**src/hpc_pkg.sv**
```systemverilog
`timescale 1ns / 1ps
// hpc_pkg: shared types and constants of the half-plane polygon clipper.
// No dependencies; imported by every module of the block.
package hpc_pkg;

    localparam int COORD_W = 32;
    localparam int NORM_W  = 16;
    localparam int DIST_W  = 40;
    localparam int CNT_W   = 7;
    localparam int T_W     = 16;
    localparam int MUL_A_W = COORD_W + 1;
    localparam int MUL_B_W = T_W + 1;
    localparam int PROD_W  = MUL_A_W + MUL_B_W;
    localparam int ADDR_W  = 4;

    localparam logic [CNT_W-1:0] COUNT_MAX = {CNT_W{1'b1}};

    localparam logic [1:0] KIND_KEEP  = 2'd0;
    localparam logic [1:0] KIND_CROSS = 2'd1;
    localparam logic [1:0] KIND_END   = 2'd2;

    localparam logic [1:0] CFG_NORMAL_X      = 2'd0;
    localparam logic [1:0] CFG_NORMAL_Y      = 2'd1;
    localparam logic [1:0] CFG_PLANE_OFFSET  = 2'd2;
    localparam logic [1:0] CFG_KEEP_OPPOSITE = 2'd3;

    typedef struct packed {
        logic signed [NORM_W-1:0]  normal_x;
        logic signed [NORM_W-1:0]  normal_y;
        logic signed [COORD_W-1:0] plane_offset;
        logic                      keep_opposite;
    } cfg_t;

    typedef enum logic [15:0] {
        ST_IDLE  = 16'h0001,
        ST_MULX  = 16'h0002,
        ST_MULY  = 16'h0004,
        ST_DSUM  = 16'h0008,
        ST_DNEG  = 16'h0010,
        ST_EDGE  = 16'h0020,
        ST_KEEP  = 16'h0040,
        ST_DIVS  = 16'h0080,
        ST_DIVW  = 16'h0100,
        ST_LMX   = 16'h0200,
        ST_LAX   = 16'h0400,
        ST_LMY   = 16'h0800,
        ST_LAY   = 16'h1000,
        ST_CROSS = 16'h2000,
        ST_ENDM  = 16'h4000,
        ST_DONE  = 16'h8000
    } state_t;

endpackage

```
**src/hpc_cfg_regs.sv**
```systemverilog
`timescale 1ns / 1ps
// hpc_cfg_regs: APB register file holding the clip plane settings.
// Depends on hpc_pkg (cfg_t, register indexes).
module hpc_cfg_regs
    import hpc_pkg::*;
(
    input  logic              aclk,
    input  logic              aresetn,
    input  logic              psel,
    input  logic              penable,
    input  logic              pwrite,
    input  logic [ADDR_W-1:0] paddr,
    input  logic [31:0]       pwdata,
    output logic [31:0]       prdata,
    output cfg_t              cfg
);

    cfg_t       cfg_reg;
    cfg_t       cfg_next;
    logic       wr_en;
    logic [1:0] reg_idx;

    assign wr_en   = psel & penable & pwrite;
    assign reg_idx = paddr[3:2];
    assign cfg     = cfg_reg;

    always_comb begin
        cfg_next = cfg_reg;
        if (wr_en) begin
            unique case (reg_idx)
                CFG_NORMAL_X:      cfg_next.normal_x      = pwdata[NORM_W-1:0];
                CFG_NORMAL_Y:      cfg_next.normal_y      = pwdata[NORM_W-1:0];
                CFG_PLANE_OFFSET:  cfg_next.plane_offset  = pwdata;
                CFG_KEEP_OPPOSITE: cfg_next.keep_opposite = pwdata[0];
            endcase
        end
    end

    always_comb begin
        unique case (reg_idx)
            CFG_NORMAL_X:      prdata = {{(32-NORM_W){cfg_reg.normal_x[NORM_W-1]}},
                                         cfg_reg.normal_x};
            CFG_NORMAL_Y:      prdata = {{(32-NORM_W){cfg_reg.normal_y[NORM_W-1]}},
                                         cfg_reg.normal_y};
            CFG_PLANE_OFFSET:  prdata = cfg_reg.plane_offset;
            CFG_KEEP_OPPOSITE: prdata = {31'd0, cfg_reg.keep_opposite};
        endcase
    end

    always_ff @(posedge aclk) begin
        if (!aresetn) begin
            cfg_reg.normal_x      <= 16'sd16384;
            cfg_reg.normal_y      <= '0;
            cfg_reg.plane_offset  <= '0;
            cfg_reg.keep_opposite <= 1'b0;
        end else begin
            cfg_reg <= cfg_next;
        end
    end

endmodule

```
**src/hpc_mul.sv**
```systemverilog
`timescale 1ns / 1ps
// hpc_mul: shared signed multiplier with registered product.
// Depends on hpc_pkg (operand widths).
module hpc_mul
    import hpc_pkg::*;
(
    input  logic                      aclk,
    input  logic signed [MUL_A_W-1:0] op_a,
    input  logic signed [MUL_B_W-1:0] op_b,
    output logic signed [PROD_W-1:0]  prod
);

    logic signed [PROD_W-1:0] prod_reg;
    logic signed [PROD_W-1:0] prod_next;

    assign prod_next = op_a * op_b;
    assign prod      = prod_reg;

    always_ff @(posedge aclk) begin
        prod_reg <= prod_next;
    end

endmodule

```
**src/hpc_div.sv**
```systemverilog
`timescale 1ns / 1ps
// hpc_div: radix-2 restoring divider, one quotient bit per cycle, for the
// crossing ratio t = (num << 16) / den with num < den. Depends on hpc_pkg.
module hpc_div
    import hpc_pkg::*;
(
    input  logic              aclk,
    input  logic              aresetn,
    input  logic              start,
    input  logic [DIST_W-1:0] num,
    input  logic [DIST_W-1:0] den,
    output logic [T_W-1:0]    quo,
    output logic              done
);

    localparam int CNT_BITS = $clog2(T_W);
    localparam logic [CNT_BITS-1:0] LAST_STEP = CNT_BITS'(T_W - 1);

    logic [DIST_W-1:0]   rem_reg, rem_next;
    logic [DIST_W-1:0]   den_reg, den_next;
    logic [T_W-1:0]      quo_reg, quo_next;
    logic [CNT_BITS-1:0] step_reg, step_next;
    logic                busy_reg, busy_next;
    logic                done_reg, done_next;
    logic [DIST_W:0]     shifted;
    logic [DIST_W:0]     trial;
    logic                fits;

    assign shifted = {rem_reg, 1'b0};
    assign trial   = shifted - {1'b0, den_reg};
    assign fits    = shifted >= {1'b0, den_reg};
    assign quo     = quo_reg;
    assign done    = done_reg;

    always_comb begin
        rem_next  = rem_reg;
        den_next  = den_reg;
        quo_next  = quo_reg;
        step_next = step_reg;
        busy_next = busy_reg;
        done_next = 1'b0;
        if (start) begin
            rem_next  = num;
            den_next  = den;
            step_next = '0;
            busy_next = 1'b1;
        end else if (busy_reg) begin
            rem_next  = fits ? trial[DIST_W-1:0] : shifted[DIST_W-1:0];
            quo_next  = {quo_reg[T_W-2:0], fits};
            step_next = step_reg + 1'b1;
            if (step_reg == LAST_STEP) begin
                busy_next = 1'b0;
                done_next = 1'b1;
            end
        end
    end

    always_ff @(posedge aclk) begin
        if (!aresetn) begin
            busy_reg <= 1'b0;
            done_reg <= 1'b0;
            step_reg <= '0;
        end else begin
            busy_reg <= busy_next;
            done_reg <= done_next;
            step_reg <= step_next;
        end
    end

    always_ff @(posedge aclk) begin
        rem_reg <= rem_next;
        den_reg <= den_next;
        quo_reg <= quo_next;
    end

endmodule

```
**src/polygon_half_plane_clipper_top.sv**
```systemverilog
`timescale 1ns / 1ps
// polygon_half_plane_clipper_top: sequencer and datapath of the clipper.
// Depends on hpc_pkg, hpc_cfg_regs, hpc_mul and hpc_div.
//
// Clips a convex polygon against one half-plane, one vertex per request.
// Each vertex is handled by a sequencer around one shared 33x17 multiplier
// and a one-bit-per-cycle divider; s_ready is low while a vertex is at
// work. A vertex with nothing to emit passes through two multiplies for the
// plane distance, the sum, the sign, the edge test and bookkeeping; the
// first vertex of a polygon skips the edge test. Each kept vertex adds an
// output step, each crossing adds a divider start and its steps, then two
// multiply-add steps for the interpolation and the output step, and a final
// vertex adds its closing edge and the end marker. Any wait on m_ready to
// free the output register adds to this.
module polygon_half_plane_clipper_top
    import hpc_pkg::*;
(
    input  logic                      aclk,
    input  logic                      aresetn,
    input  logic                      psel,
    input  logic                      penable,
    input  logic                      pwrite,
    input  logic [ADDR_W-1:0]         paddr,
    input  logic [31:0]               pwdata,
    output logic [31:0]               prdata,
    output logic                      pready,
    input  logic                      s_valid,
    output logic                      s_ready,
    input  logic signed [COORD_W-1:0] s_vertex_x,
    input  logic signed [COORD_W-1:0] s_vertex_y,
    input  logic                      s_final_vertex,
    output logic                      m_valid,
    input  logic                      m_ready,
    output logic signed [COORD_W-1:0] m_out_x,
    output logic signed [COORD_W-1:0] m_out_y,
    output logic [1:0]                m_kind,
    output logic [CNT_W-1:0]          m_vertex_count,
    output logic                      m_run_end
);

    cfg_t cfg;

    state_t state_reg, state_next;
    logic   sel_reg, sel_next;
    logic   have_first_reg, have_first_next;
    logic [CNT_W-1:0] count_reg, count_next;
    logic   m_valid_reg, m_valid_next;

    logic signed [COORD_W-1:0] cur_x_reg, cur_x_next, cur_y_reg, cur_y_next;
    logic                      last_reg, last_next;
    logic signed [DIST_W-1:0]  cur_d_reg, cur_d_next;
    logic signed [COORD_W-1:0] prev_x_reg, prev_x_next, prev_y_reg, prev_y_next;
    logic signed [DIST_W-1:0]  prev_d_reg, prev_d_next;
    logic signed [COORD_W-1:0] first_x_reg, first_x_next;
    logic signed [COORD_W-1:0] first_y_reg, first_y_next;
    logic signed [DIST_W-1:0]  first_d_reg, first_d_next;
    logic signed [PROD_W-1:0]  p1_reg, p1_next;
    logic signed [DIST_W-1:0]  dsum_reg, dsum_next;
    logic [DIST_W-1:0]         ua_reg, ua_next, ub_reg, ub_next;
    logic                      cross_reg, cross_next;
    logic signed [COORD_W-1:0] cx_reg, cx_next, cy_reg, cy_next;
    logic signed [COORD_W-1:0] ox_reg, ox_next, oy_reg, oy_next;
    logic [1:0]                okind_reg, okind_next;
    logic [CNT_W-1:0]          ocnt_reg, ocnt_next;
    logic                      orun_reg, orun_next;

    logic signed [MUL_A_W-1:0] mul_a;
    logic signed [MUL_B_W-1:0] mul_b;
    logic signed [PROD_W-1:0]  mul_prod;
    logic                      div_go;
    logic [T_W-1:0]            div_quo;
    logic                      div_done;

    logic signed [COORD_W-1:0] ax, ay, bx, by;
    logic signed [DIST_W-1:0]  da, db, dneg;
    logic [PROD_W:0]           dist_sum;
    logic [DIST_W-1:0]         dsum_calc;
    logic                      out_free;
    logic [CNT_W-1:0]          cnt_inc;
    state_t                    after_state;
    logic                      after_sel;
    logic                      a_neg, a_pos, b_neg, b_pos;

    hpc_cfg_regs u_cfg (
        .aclk    (aclk),
        .aresetn (aresetn),
        .psel    (psel),
        .penable (penable),
        .pwrite  (pwrite),
        .paddr   (paddr),
        .pwdata  (pwdata),
        .prdata  (prdata),
        .cfg     (cfg)
    );

    hpc_mul u_mul (
        .aclk (aclk),
        .op_a (mul_a),
        .op_b (mul_b),
        .prod (mul_prod)
    );

    hpc_div u_div (
        .aclk    (aclk),
        .aresetn (aresetn),
        .start   (div_go),
        .num     (ua_reg),
        .den     (ua_reg + ub_reg),
        .quo     (div_quo),
        .done    (div_done)
    );

    assign pready         = 1'b1;
    assign s_ready        = (state_reg == ST_IDLE);
    assign m_valid        = m_valid_reg;
    assign m_out_x        = ox_reg;
    assign m_out_y        = oy_reg;
    assign m_kind         = okind_reg;
    assign m_vertex_count = ocnt_reg;
    assign m_run_end      = orun_reg;

    // edge operands: prev -> cur, or the closing edge cur -> first
    assign ax = sel_reg ? cur_x_reg   : prev_x_reg;
    assign ay = sel_reg ? cur_y_reg   : prev_y_reg;
    assign da = sel_reg ? cur_d_reg   : prev_d_reg;
    assign bx = sel_reg ? first_x_reg : cur_x_reg;
    assign by = sel_reg ? first_y_reg : cur_y_reg;
    assign db = sel_reg ? first_d_reg : cur_d_reg;

    assign a_neg = da[DIST_W-1];
    assign a_pos = !da[DIST_W-1] && (da != '0);
    assign b_neg = db[DIST_W-1];
    assign b_pos = !db[DIST_W-1] && (db != '0);

    assign dist_sum  = {p1_reg[PROD_W-1], p1_reg} + {mul_prod[PROD_W-1], mul_prod};
    assign dsum_calc = {{(DIST_W-(PROD_W+1-14)){dist_sum[PROD_W]}}, dist_sum[PROD_W:14]}
                     - {{(DIST_W-COORD_W){cfg.plane_offset[COORD_W-1]}}, cfg.plane_offset};
    assign dneg      = cfg.keep_opposite ? -dsum_reg : dsum_reg;

    assign out_free = !m_valid_reg || m_ready;
    assign cnt_inc  = (count_reg == COUNT_MAX) ? count_reg : count_reg + 1'b1;

    always_comb begin
        if (!sel_reg && last_reg) begin
            after_state = ST_EDGE;
            after_sel   = 1'b1;
        end else if (last_reg) begin
            after_state = ST_ENDM;
            after_sel   = sel_reg;
        end else begin
            after_state = ST_DONE;
            after_sel   = sel_reg;
        end
    end

    always_comb begin
        unique case (state_reg)
            ST_MULX: begin
                mul_a = {cur_x_reg[COORD_W-1], cur_x_reg};
                mul_b = {{(MUL_B_W-NORM_W){cfg.normal_x[NORM_W-1]}}, cfg.normal_x};
            end
            ST_MULY: begin
                mul_a = {cur_y_reg[COORD_W-1], cur_y_reg};
                mul_b = {{(MUL_B_W-NORM_W){cfg.normal_y[NORM_W-1]}}, cfg.normal_y};
            end
            ST_LMX: begin
                mul_a = {bx[COORD_W-1], bx} - {ax[COORD_W-1], ax};
                mul_b = {1'b0, div_quo};
            end
            ST_LMY: begin
                mul_a = {by[COORD_W-1], by} - {ay[COORD_W-1], ay};
                mul_b = {1'b0, div_quo};
            end
            default: begin
                mul_a = '0;
                mul_b = '0;
            end
        endcase
    end

    always_comb begin
        state_next      = state_reg;
        sel_next        = sel_reg;
        have_first_next = have_first_reg;
        count_next      = count_reg;
        m_valid_next    = m_ready ? 1'b0 : m_valid_reg;
        cur_x_next      = cur_x_reg;
        cur_y_next      = cur_y_reg;
        last_next       = last_reg;
        cur_d_next      = cur_d_reg;
        prev_x_next     = prev_x_reg;
        prev_y_next     = prev_y_reg;
        prev_d_next     = prev_d_reg;
        first_x_next    = first_x_reg;
        first_y_next    = first_y_reg;
        first_d_next    = first_d_reg;
        p1_next         = p1_reg;
        dsum_next       = dsum_reg;
        ua_next         = ua_reg;
        ub_next         = ub_reg;
        cross_next      = cross_reg;
        cx_next         = cx_reg;
        cy_next         = cy_reg;
        ox_next         = ox_reg;
        oy_next         = oy_reg;
        okind_next      = okind_reg;
        ocnt_next       = ocnt_reg;
        orun_next       = orun_reg;
        div_go          = 1'b0;

        unique case (state_reg)
            ST_IDLE: begin
                if (s_valid) begin
                    cur_x_next = s_vertex_x;
                    cur_y_next = s_vertex_y;
                    last_next  = s_final_vertex;
                    state_next = ST_MULX;
                end
            end
            ST_MULX: state_next = ST_MULY;
            ST_MULY: begin
                p1_next    = mul_prod;
                state_next = ST_DSUM;
            end
            ST_DSUM: begin
                dsum_next  = dsum_calc;
                state_next = ST_DNEG;
            end
            ST_DNEG: begin
                cur_d_next = dneg;
                if (!have_first_reg) begin
                    first_x_next    = cur_x_reg;
                    first_y_next    = cur_y_reg;
                    first_d_next    = dneg;
                    have_first_next = 1'b1;
                    count_next      = '0;
                end
                if (have_first_reg) begin
                    sel_next   = 1'b0;
                    state_next = ST_EDGE;
                end else if (last_reg) begin
                    sel_next   = 1'b1;
                    state_next = ST_EDGE;
                end else begin
                    state_next = ST_DONE;
                end
            end
            ST_EDGE: begin
                ua_next    = a_neg ? -da : da;
                ub_next    = b_neg ? -db : db;
                cross_next = (a_neg && b_pos) || (a_pos && b_neg);
                if (a_neg) begin
                    state_next = ST_KEEP;
                end else if ((a_neg && b_pos) || (a_pos && b_neg)) begin
                    state_next = ST_DIVS;
                end else begin
                    state_next = after_state;
                    sel_next   = after_sel;
                end
            end
            ST_KEEP: begin
                if (out_free) begin
                    m_valid_next = 1'b1;
                    ox_next      = ax;
                    oy_next      = ay;
                    okind_next   = KIND_KEEP;
                    ocnt_next    = cnt_inc;
                    orun_next    = !cross_reg && !last_reg;
                    count_next   = cnt_inc;
                    if (cross_reg) begin
                        state_next = ST_DIVS;
                    end else begin
                        state_next = after_state;
                        sel_next   = after_sel;
                    end
                end
            end
            ST_DIVS: begin
                div_go     = 1'b1;
                state_next = ST_DIVW;
            end
            ST_DIVW: begin
                if (div_done) begin
                    state_next = ST_LMX;
                end
            end
            ST_LMX: state_next = ST_LAX;
            ST_LAX: begin
                cx_next    = ax + mul_prod[COORD_W+15:16];
                state_next = ST_LMY;
            end
            ST_LMY: state_next = ST_LAY;
            ST_LAY: begin
                cy_next    = ay + mul_prod[COORD_W+15:16];
                state_next = ST_CROSS;
            end
            ST_CROSS: begin
                if (out_free) begin
                    m_valid_next = 1'b1;
                    ox_next      = cx_reg;
                    oy_next      = cy_reg;
                    okind_next   = KIND_CROSS;
                    ocnt_next    = cnt_inc;
                    orun_next    = !last_reg;
                    count_next   = cnt_inc;
                    state_next   = after_state;
                    sel_next     = after_sel;
                end
            end
            ST_ENDM: begin
                if (out_free) begin
                    m_valid_next = 1'b1;
                    ox_next      = '0;
                    oy_next      = '0;
                    okind_next   = KIND_END;
                    ocnt_next    = count_reg;
                    orun_next    = 1'b1;
                    state_next   = ST_DONE;
                end
            end
            ST_DONE: begin
                prev_x_next = cur_x_reg;
                prev_y_next = cur_y_reg;
                prev_d_next = cur_d_reg;
                if (last_reg) begin
                    have_first_next = 1'b0;
                    count_next      = '0;
                end
                state_next = ST_IDLE;
            end
            default: state_next = ST_IDLE;
        endcase
    end

    always_ff @(posedge aclk) begin
        if (!aresetn) begin
            state_reg      <= ST_IDLE;
            sel_reg        <= 1'b0;
            have_first_reg <= 1'b0;
            count_reg      <= '0;
            m_valid_reg    <= 1'b0;
        end else begin
            state_reg      <= state_next;
            sel_reg        <= sel_next;
            have_first_reg <= have_first_next;
            count_reg      <= count_next;
            m_valid_reg    <= m_valid_next;
        end
    end

    always_ff @(posedge aclk) begin
        cur_x_reg   <= cur_x_next;
        cur_y_reg   <= cur_y_next;
        last_reg    <= last_next;
        cur_d_reg   <= cur_d_next;
        prev_x_reg  <= prev_x_next;
        prev_y_reg  <= prev_y_next;
        prev_d_reg  <= prev_d_next;
        first_x_reg <= first_x_next;
        first_y_reg <= first_y_next;
        first_d_reg <= first_d_next;
        p1_reg      <= p1_next;
        dsum_reg    <= dsum_next;
        ua_reg      <= ua_next;
        ub_reg      <= ub_next;
        cross_reg   <= cross_next;
        cx_reg      <= cx_next;
        cy_reg      <= cy_next;
        ox_reg      <= ox_next;
        oy_reg      <= oy_next;
        okind_reg   <= okind_next;
        ocnt_reg    <= ocnt_next;
        orun_reg    <= orun_next;
    end

endmodule

```
**config.mk**
```make
export PLATFORM = sky130hd
export DESIGN_NAME = polygon_half_plane_clipper_top
export DESIGN_NICKNAME = d
export VERILOG_FILES = /design/src/hpc_pkg.sv /design/src/hpc_cfg_regs.sv /design/src/hpc_mul.sv /design/src/hpc_div.sv /design/src/polygon_half_plane_clipper_top.sv
export SDC_FILE = /design/constraint.sdc
export NUM_CORES = 2
export LEC_CHECK = 0
export ABC_AREA = 1
export BUFFER_PORTS_ARGS = -buffer_cell sky130_fd_sc_hd__buf_2
export CAP_MARGIN = 20
export CELL_PAD_IN_SITES_DETAIL_PLACEMENT = 0
export CELL_PAD_IN_SITES_GLOBAL_PLACEMENT = 1
export CORE_MARGIN = 5
export CORE_UTILIZATION = 53
export DETAILED_ROUTE_END_ITERATION = 12
export PLACE_DENSITY = 0.89
export SETUP_SLACK_MARGIN = 0.5
export SLEW_MARGIN = 20
export SYNTH_ARGS = -nofsm -noshare
export SYNTH_HDL_FRONTEND = slang
export SYNTH_SLANG_ARGS = --single-unit
```
**constraint.sdc**
```tcl
create_clock -name aclk -period 17.5 [get_ports aclk]
set_clock_uncertainty 0.2 [all_clocks]
set_input_delay 0.875 -clock aclk [delete_from_list [all_inputs] [get_ports aclk]]
set_output_delay 0.875 -clock aclk [all_outputs]
set_load 0.01 [all_outputs]
```
======== After elaboration in Yosys (flattened, before gate mapping) ========
Cells that the tools add are included.
operators by class
  add/subtract/negate cells ............... 13
  multipliers ............................. 1
  order comparisons ....................... 1
  equality and inequality tests ........... 33
  mux-type cells .......................... 69
  bitwise gates (word level) .............. 6
  reductions and logical operators ........ 41
operator list
  kind                                                                    number
  32-bit 2-to-1 mux                                                       9
  40-bit 2-to-1 mux                                                       6
  16-bit case mux with 15 select lines                                    1
  16-bit 2-to-1 mux                                                       12
  32-bit case mux with 3 select lines                                     2
  33-bit case mux with 4 select lines                                     1
  32-bit case mux with 4 select lines                                     1
  40-bit negator                                                          3
  40-bit nonzero test                                                     2
  39-bit 2-to-1 mux                                                       2
  32-bit by 32-bit subtractor with 33-bit output                          2
  32-bit adder                                                            2
  50-bit by 50-bit adder with 51-bit output                               1
  17-bit case mux with 3 select lines                                     1
  33-bit by 17-bit multiplier with 50-bit output                          1
  41-bit by 40-bit >= comparator with 1-bit output                        1
  40-bit adder                                                            1
  40-bit subtractor                                                       1
  37-bit by 32-bit subtractor with 38-bit output                          1
  7-bit 2-to-1 mux                                                        5
  7-bit case mux with 3 select lines                                      1
  1-bit 2-to-1 mux                                                        20
  2-bit inequality test, second input constant                            9
  16-bit by 1-bit equality test with 1-bit output, second input constant  1
  45 further kinds                                                        78
word-level totals
  register bits ........................... 865
  output and inout port bits .............. 109
  logic and storage cells ................. 204

======== Depth between registers and ports, before layout ========
  depth in word-level cells ............... 8
  mapped depth ............................ 50
  depth with buffers taken out ............ 44

======== Cells and area by module ========
From an unflattened synthesis, not the netlist that was laid out.
unflattened totals
  cell total of the unflattened synthesis .. 9,875
  area, all modules ....................... 76,330.7 µm²
modules (own cells, without submodules)
  module                          instances  cells an instance  area each (µm²)  seq. area each (µm²)
  polygon_half_plane_clipper_top  1          5,301              43,362.8         19,138.4
  hpc_mul                         1          3,010              22,288.9         1,001.0
  hpc_div                         1          1,060              7,543.5          3,002.9
  hpc_cfg_regs                    1          504                3,135.5          1,301.2

======== Worst setup path before layout ========
Ideal clock, no wire load.
  path kind ............................... register -> register
  from .................................... reg state_reg[5]
  to ...................................... reg count_reg[0]
  setup time .............................. 119 ps
  data arrival time ....................... 8,948 ps
  slack ................................... 8,233 ps
  cell stages (with the launch flop) ...... 12
  buffers on the path ..................... 1
  period minus slack after synthesis ...... 9,267 ps
  cell sequence ........................... dfxtp_1 nor2_1 nand2_2 inv_1 nand2_1 nor3_1 nand2_1 nand2_1 nand3_1 buf_4 o21ai_0 a21oi_1
between the ends
  word-level cells in the longest chain between the ends .. 4
RTL lines
  what                                                                                                                        RTL line                               source
  from (decl)                                                                                                                 polygon_half_plane_clipper_top.sv:43   state_t state_reg, state_next;
  from (signal assigned)                                                                                                      polygon_half_plane_clipper_top.sv:343  state_reg <= state_next;
  16-bit by 14-bit equality test with 1-bit output / 16-bit by 7-bit equality test with 1-bit output (equally long branches)  polygon_half_plane_clipper_top.sv:211  unique case (state_reg)
  2-bit OR reduction (no line)                                                                                                -
  2-bit by 1-bit inequality test with 1-bit output (no line) / 3-bit nonzero test (equally long branches)                     -
  4-bit AND reduction (no line)                                                                                               -
  to (signal assigned)                                                                                                        polygon_half_plane_clipper_top.sv:346  count_reg <= count_next;
  to (decl)                                                                                                                   polygon_half_plane_clipper_top.sv:46   logic [CNT_W-1:0] count_reg, count_next;
Several ways; a longest one is shown, not always the timed one.
A chain may end at the register's enable or synchronous reset.

======== Worst setup path in the final report ========
  from .................................... reg sel_reg
  to ...................................... reg u_mul.prod_reg[44] (netlist: u_mul.prod[44])
between the ends
  word-level cells in the longest chain between the ends .. 4
RTL lines
  what                                                               RTL line                                                                      source
  from (decl)                                                        polygon_half_plane_clipper_top.sv:44                                          logic sel_reg, sel_next;
  from (signal assigned)                                             polygon_half_plane_clipper_top.sv:344                                         sel_reg <= sel_next;
  32-bit 2-to-1 mux (on tied branches)                               -
  32-bit by 32-bit subtractor with 33-bit output (on tied branches)  polygon_half_plane_clipper_top.sv:171, polygon_half_plane_clipper_top.sv:167
  33-bit case mux with 4 select lines (*)                            polygon_half_plane_clipper_top.sv:157                                         unique case (state_reg)
  33-bit by 17-bit multiplier with 50-bit output (*)                 hpc_mul.sv:16                                                                 assign prod_next = op_a * op_b;
  named net u_mul.prod_next[44]                                      hpc_mul.sv:14                                                                 logic signed [PROD_W-1:0] prod_next;
  to (signal assigned)                                               hpc_mul.sv:20                                                                 prod_reg <= prod_next;
  to (decl)                                                          hpc_mul.sv:13                                                                 logic signed [PROD_W-1:0] prod_reg;
Mark *: on every way through the listed nets, which the timed path passes. The rest lies on a longest branch.

==> impl.org <==
** Cells and area
- Fill cells in the final layout number 13.2k.
- Area taken by flip-flops and latches :: 24400 µm²
- Of the cells placed in the final design, the portion with a size suffix greater than 1 is 6.47%.
- Final Cell Area :: 81600 µm²
- The register with the most flip-flops in the layout has 65 of them.
- The final layout contains 10.7k nets.
- For this run, the share of the core covered by cells in the final layout is 57.7%.
- The multi-input combinational cells in the finished layout cover a total of 42800 µm².
- Number of standard cells in the final layout excluding fillers :: 11.6k
- Area added between synthesis and finish :: 8.44%

** Synthesis
- The synthesized netlist devotes 11.0% of its cell area to compound gates.
- The Yosys step of the flow raised 0 warnings.
- The cell area that synthesis handed to floorplanning was 75200 µm².
- Number of nets produced by synthesis :: 10.5k
- Summing the sequential cell areas from Yosys gives 32.5% of the chip area.
- After Yosys synthesis, full adders, half adders and majority gates account for 21.3% of the synthesized area.
- Flip-flop and latch count after synthesis :: 863
- Async S/R FF share, synth :: 0%
- After Yosys synthesis, XOR and XNOR cells account for 3.86% of the synthesized area.
- Counting every instance in the synthesized netlist gives 9417.
- The netlist uses 72 different library cells.
- A synthesized cell averages 7.99 µm².
- Yosys mapped a number of flops with a built-in enable equal to 716.
- Post-synthesis simple-gate area fraction :: 20.7%
- In the synthesized netlist, mux cells make up 0% of the area.
- For this run, the leading register cell type out of synthesis is sky130_fd_sc_hd__edfxtp_1.
- Combinational family with the most area after synthesis :: adder cells

** Global routing
- Across every metal layer, demand over resource in global routing totals 32.0%.
- The first global-routing pass estimated 370000 µm of wire.
- Pin count of the biggest net entering global routing :: 110
- Vias in the first global route :: 62.6k
- After global routing the overflow that remains totals 0.
- Number of antenna violations at the first check in global routing :: 7

** CTS
- TritonCTS built the clock tree.
- In this run, CTS created clock tree buffers numbering 98.
- Number of buffers added to fix hold violations after cts :: 0
- No sink is reached through more buffers than the 3 on the longest clock path.
- Post-CTS repair changed the size of 0 cells.
- Total clock sinks :: 863
- Post-CTS setup buffers :: 0
- H-Tree Level Count :: 3
- Clk_lat worst skew :: 0.75 ns
- Clock-pin transition on the worst setup and hold timing paths :: 0.06 ns
- The cell sitting at the root of the clock tree is a sky130_fd_sc_hd__clkbuf_16.

** Die
- The die is 387 µm wide.
- Number of rows in the core area :: 138
- Total die area :: 150000 µm²
- Starting density of the core :: 53.2%
- CORE AREA :: 141000 µm²
- Chip height :: 387 µm
- 217 I/O pins were placed.

** Timing
- The final max-slew violation count was 0.
- Highest clock rate :: 87.1 MHz
- After layout, the worst setup slack is 6.01 ns.
- The count of final hold-check violations was 0.
- Setup repair after global routing left no endpoint under its margin.
- Subtracting the final worst setup slack from the clock period gives 11.49 ns.
- The tightest hold path in the finished design has a slack of 0.117 ns.
- The worst pin sits at a relative slew slack of 25.6%.
- Setup violations remaining at the end of the flow were counted as 0.
- Transition at the pin with the smallest max-transition slack :: 1.11 ns
- The worst path uses 65.6% of the clock period.
- Setup total negative slack :: 0 ns

** Routing
- The routed design has 244000 µm of wire.
- Dividing the detail-routed via count by the number of cells gives 5.52.
- The count of nets left with antenna violations once routing finished came out at 0.
- In the final routed layout, each cell accounts on average for 21.1 µm.
- Number of iterations in the first detailed-routing pass :: 6
- The routed layout has 63.8k vias.
- After the first detailed-routing iteration, the DRC count stood at 6403.
- In the routed design, unresolved DRC markers number 0.

** Pwr
- For this design the static power due to leakage is 38.8 nW.
- Pwr per Cell Area :: 58.5 nW/µm²
- Summing internal, switching and leakage power gives 4.77 mW.
- VDD sags by at most 0.0751 mV.

** Worst setup path
- Cell with the largest stage delay on the worst path :: sky130_fd_sc_hd__fa_1
- Along the worst path, the maximum fanout reaches 109.
- CP endpoint kind :: register
- Crit-path max cell delay :: 1.14 ns
- The most numerous cell type found on the critical path is sky130_fd_sc_hd__nand2_1.
- Data on the critical path is required at its endpoint by 17.92 ns.
- Arrival time at the worst endpoint :: 11.91 ns
- The worst setup path is launched from a register.
- Category of the critical setup timing path :: register to register
- Counting cells, the worst reg-to-reg path comes to 35.

** Flow run
- Reported max-cap violation count :: 0

** Placed design
- Detailed placement ended at an HPWL of 197000 µm.
- Placer's final routability congestion estimate :: 0.982
- Worst slack at placement :: 6.14 ns
- During placement, the flow inserted port buffers numbering 213.
- Counting tap cells, the placed design contains a total of 11.4k instances.
- Once placement finished, the instance area stood at 78100 µm².

** Hold path
- Worst hold path stage count :: 1
- Classification of the worst-slack hold path :: input pin to register

** Outcome
- The run finished with clean final reports.
==> layout by cell type, fill, tap and decap left out, types with 19 or more instances in the layout <==
cell / netlist / layout
sky130_fd_sc_hd__clkinv_2: 0 / 19
sky130_fd_sc_hd__a31oi_1: 52 / 52
sky130_fd_sc_hd__o21ai_1: 29 / 29
sky130_fd_sc_hd__nor3_1: 89 / 88
sky130_fd_sc_hd__o22ai_1: 37 / 37
sky130_fd_sc_hd__o21ai_0: 576 / 576
sky130_fd_sc_hd__nand4_1: 84 / 84
sky130_fd_sc_hd__a21oi_1: 500 / 499
sky130_fd_sc_hd__ha_1: 413 / 413
sky130_fd_sc_hd__nand2_1: 2216 / 2216
sky130_fd_sc_hd__dfxtp_1: 147 / 146
sky130_fd_sc_hd__o221ai_1: 22 / 22
sky130_fd_sc_hd__buf_4: 37 / 69
sky130_fd_sc_hd__clkbuf_16: 0 / 100
sky130_fd_sc_hd__nand3_1: 366 / 366
sky130_fd_sc_hd__or2_2: 22 / 22
sky130_fd_sc_hd__a21boi_0: 28 / 28
sky130_fd_sc_hd__xor2_1: 221 / 221
sky130_fd_sc_hd__o21a_1: 19 / 19
sky130_fd_sc_hd__nand3b_1: 21 / 21
sky130_fd_sc_hd__nand2_2: 28 / 28
sky130_fd_sc_hd__nor4_1: 31 / 31
sky130_fd_sc_hd__a21o_1: 62 / 62
sky130_fd_sc_hd__inv_1: 1793 / 1789
sky130_fd_sc_hd__buf_2: 84 / 213
sky130_fd_sc_hd__xnor2_1: 109 / 109
sky130_fd_sc_hd__inv_2: 29 / 31
sky130_fd_sc_hd__nor2_1: 840 / 837
sky130_fd_sc_hd__edfxtp_1: 716 / 716
sky130_fd_sc_hd__fa_1: 543 / 543
sky130_fd_sc_hd__o21bai_1: 60 / 60
==> layer usage <==
layer	GRT usage [%]	part of all wire (%)	vias up
li1	-	-	30400
met1	45.5	44	30500
met2	50.0	44	2457
met3	5.91	8.5	381
met4	10.1	3.4	2
met5	0	0.0041	-
==> path summary, 6_finish.rpt <==
kind / startpoint / to / slack, ns
max reg2reg: sel_reg$_SDFFE_PN0P_ / u_mul.prod[44]$_DFF_P_ / 6.01
max: sel_reg$_SDFFE_PN0P_ / u_mul.prod[44]$_DFF_P_ / 6.01
min reg2reg: u_mul.prod[12]$_DFF_P_ / p1_reg[12]$_DFFE_PN_ / 0.21
min: s_vertex_x[20] / cur_x_reg[20]$_DFFE_PP_ / 0.12
==> critical path, delay by kind of cell (launching register included) <==
family / cells / cell delay (ns)
and+or+nand+nor: 12 / 2.26
adders and majority gates: 7 / 4.05
buffers and inverters: 8 / 2.17
AOI/OAI and AO/OA: 7 / 1.82
xor gates and xnor gates: 1 / 0.20
DFF: 1 / 0.58
==> cells by family (layout without fill, tap and decap cells) <==
family                     count (synthesis)  after routing
AOI/OAI and AO/OA                       1458           1458
xor gates and xnor gates                 331            331
adders and majority gates                956            956
buffers and inverters                   2035           2291
DFF                                      863            863
other                                      1              7
and+or+nand+nor                         3773           3773
==> area by class of cell <==
type,count,share of cell area (%)
repair buffers,282,1.94
flip-flops and latches,863,30.0
inverters,1824,8.40
diodes,6,0.0184
multi-input cells,6519,52.5
clock inverters,71,1.10
clock buffers,114,3.17
well taps,1890,2.90
==> synth_stat cells (all sizes together) (4+ instances only) <==
| cell | instances | area, µm² |
|---|---|---|
| a21boi | 28 | 210 |
| nor4 | 31 | 194 |
| o21bai | 60 | 450 |
| nand4 | 89 | 588 |
| and3 | 7 | 43.8 |
| fa | 543 | 10900 |
| ha | 413 | 5170 |
| nand3b | 24 | 191 |
| nand3 | 379 | 1960 |
| edfxtp | 716 | 21500 |
| o21ai | 618 | 3150 |
| o22ai | 38 | 244 |
| a221oi | 6 | 76.3 |
| dfxtp | 147 | 2940 |
| and2 | 6 | 37.5 |
| o21a | 19 | 143 |
| clkbuf | 73 | 274 |
| a21oi | 509 | 2580 |
| nand2 | 2246 | 8520 |
| inv | 1822 | 6840 |
| nor2 | 864 | 3340 |
| a211oi | 8 | 72.6 |
| o221ai | 22 | 193 |
| o211ai | 13 | 103 |
| o31ai | 8 | 70.1 |
| xor2 | 222 | 1950 |
| or2 | 25 | 156 |
| nor3 | 94 | 508 |
| o2111ai | 7 | 92.6 |
| buf | 138 | 857 |
| a31oi | 52 | 325 |
| nand2b | 4 | 25.0 |
| a21o | 62 | 465 |
| xnor2 | 109 | 955 |
==> report_power, final <==
| group | leakage [nW] | switching [mW] | internal (mW) |
|---|---|---|---|
| combinational | 29.5 | 0.217 | 0.0923 |
| sequential | 7.62 | 0.0177 | 2.23 |
| clock | 1.68 | 0.937 | 1.27 |
(Power assumes the default switching activity.)
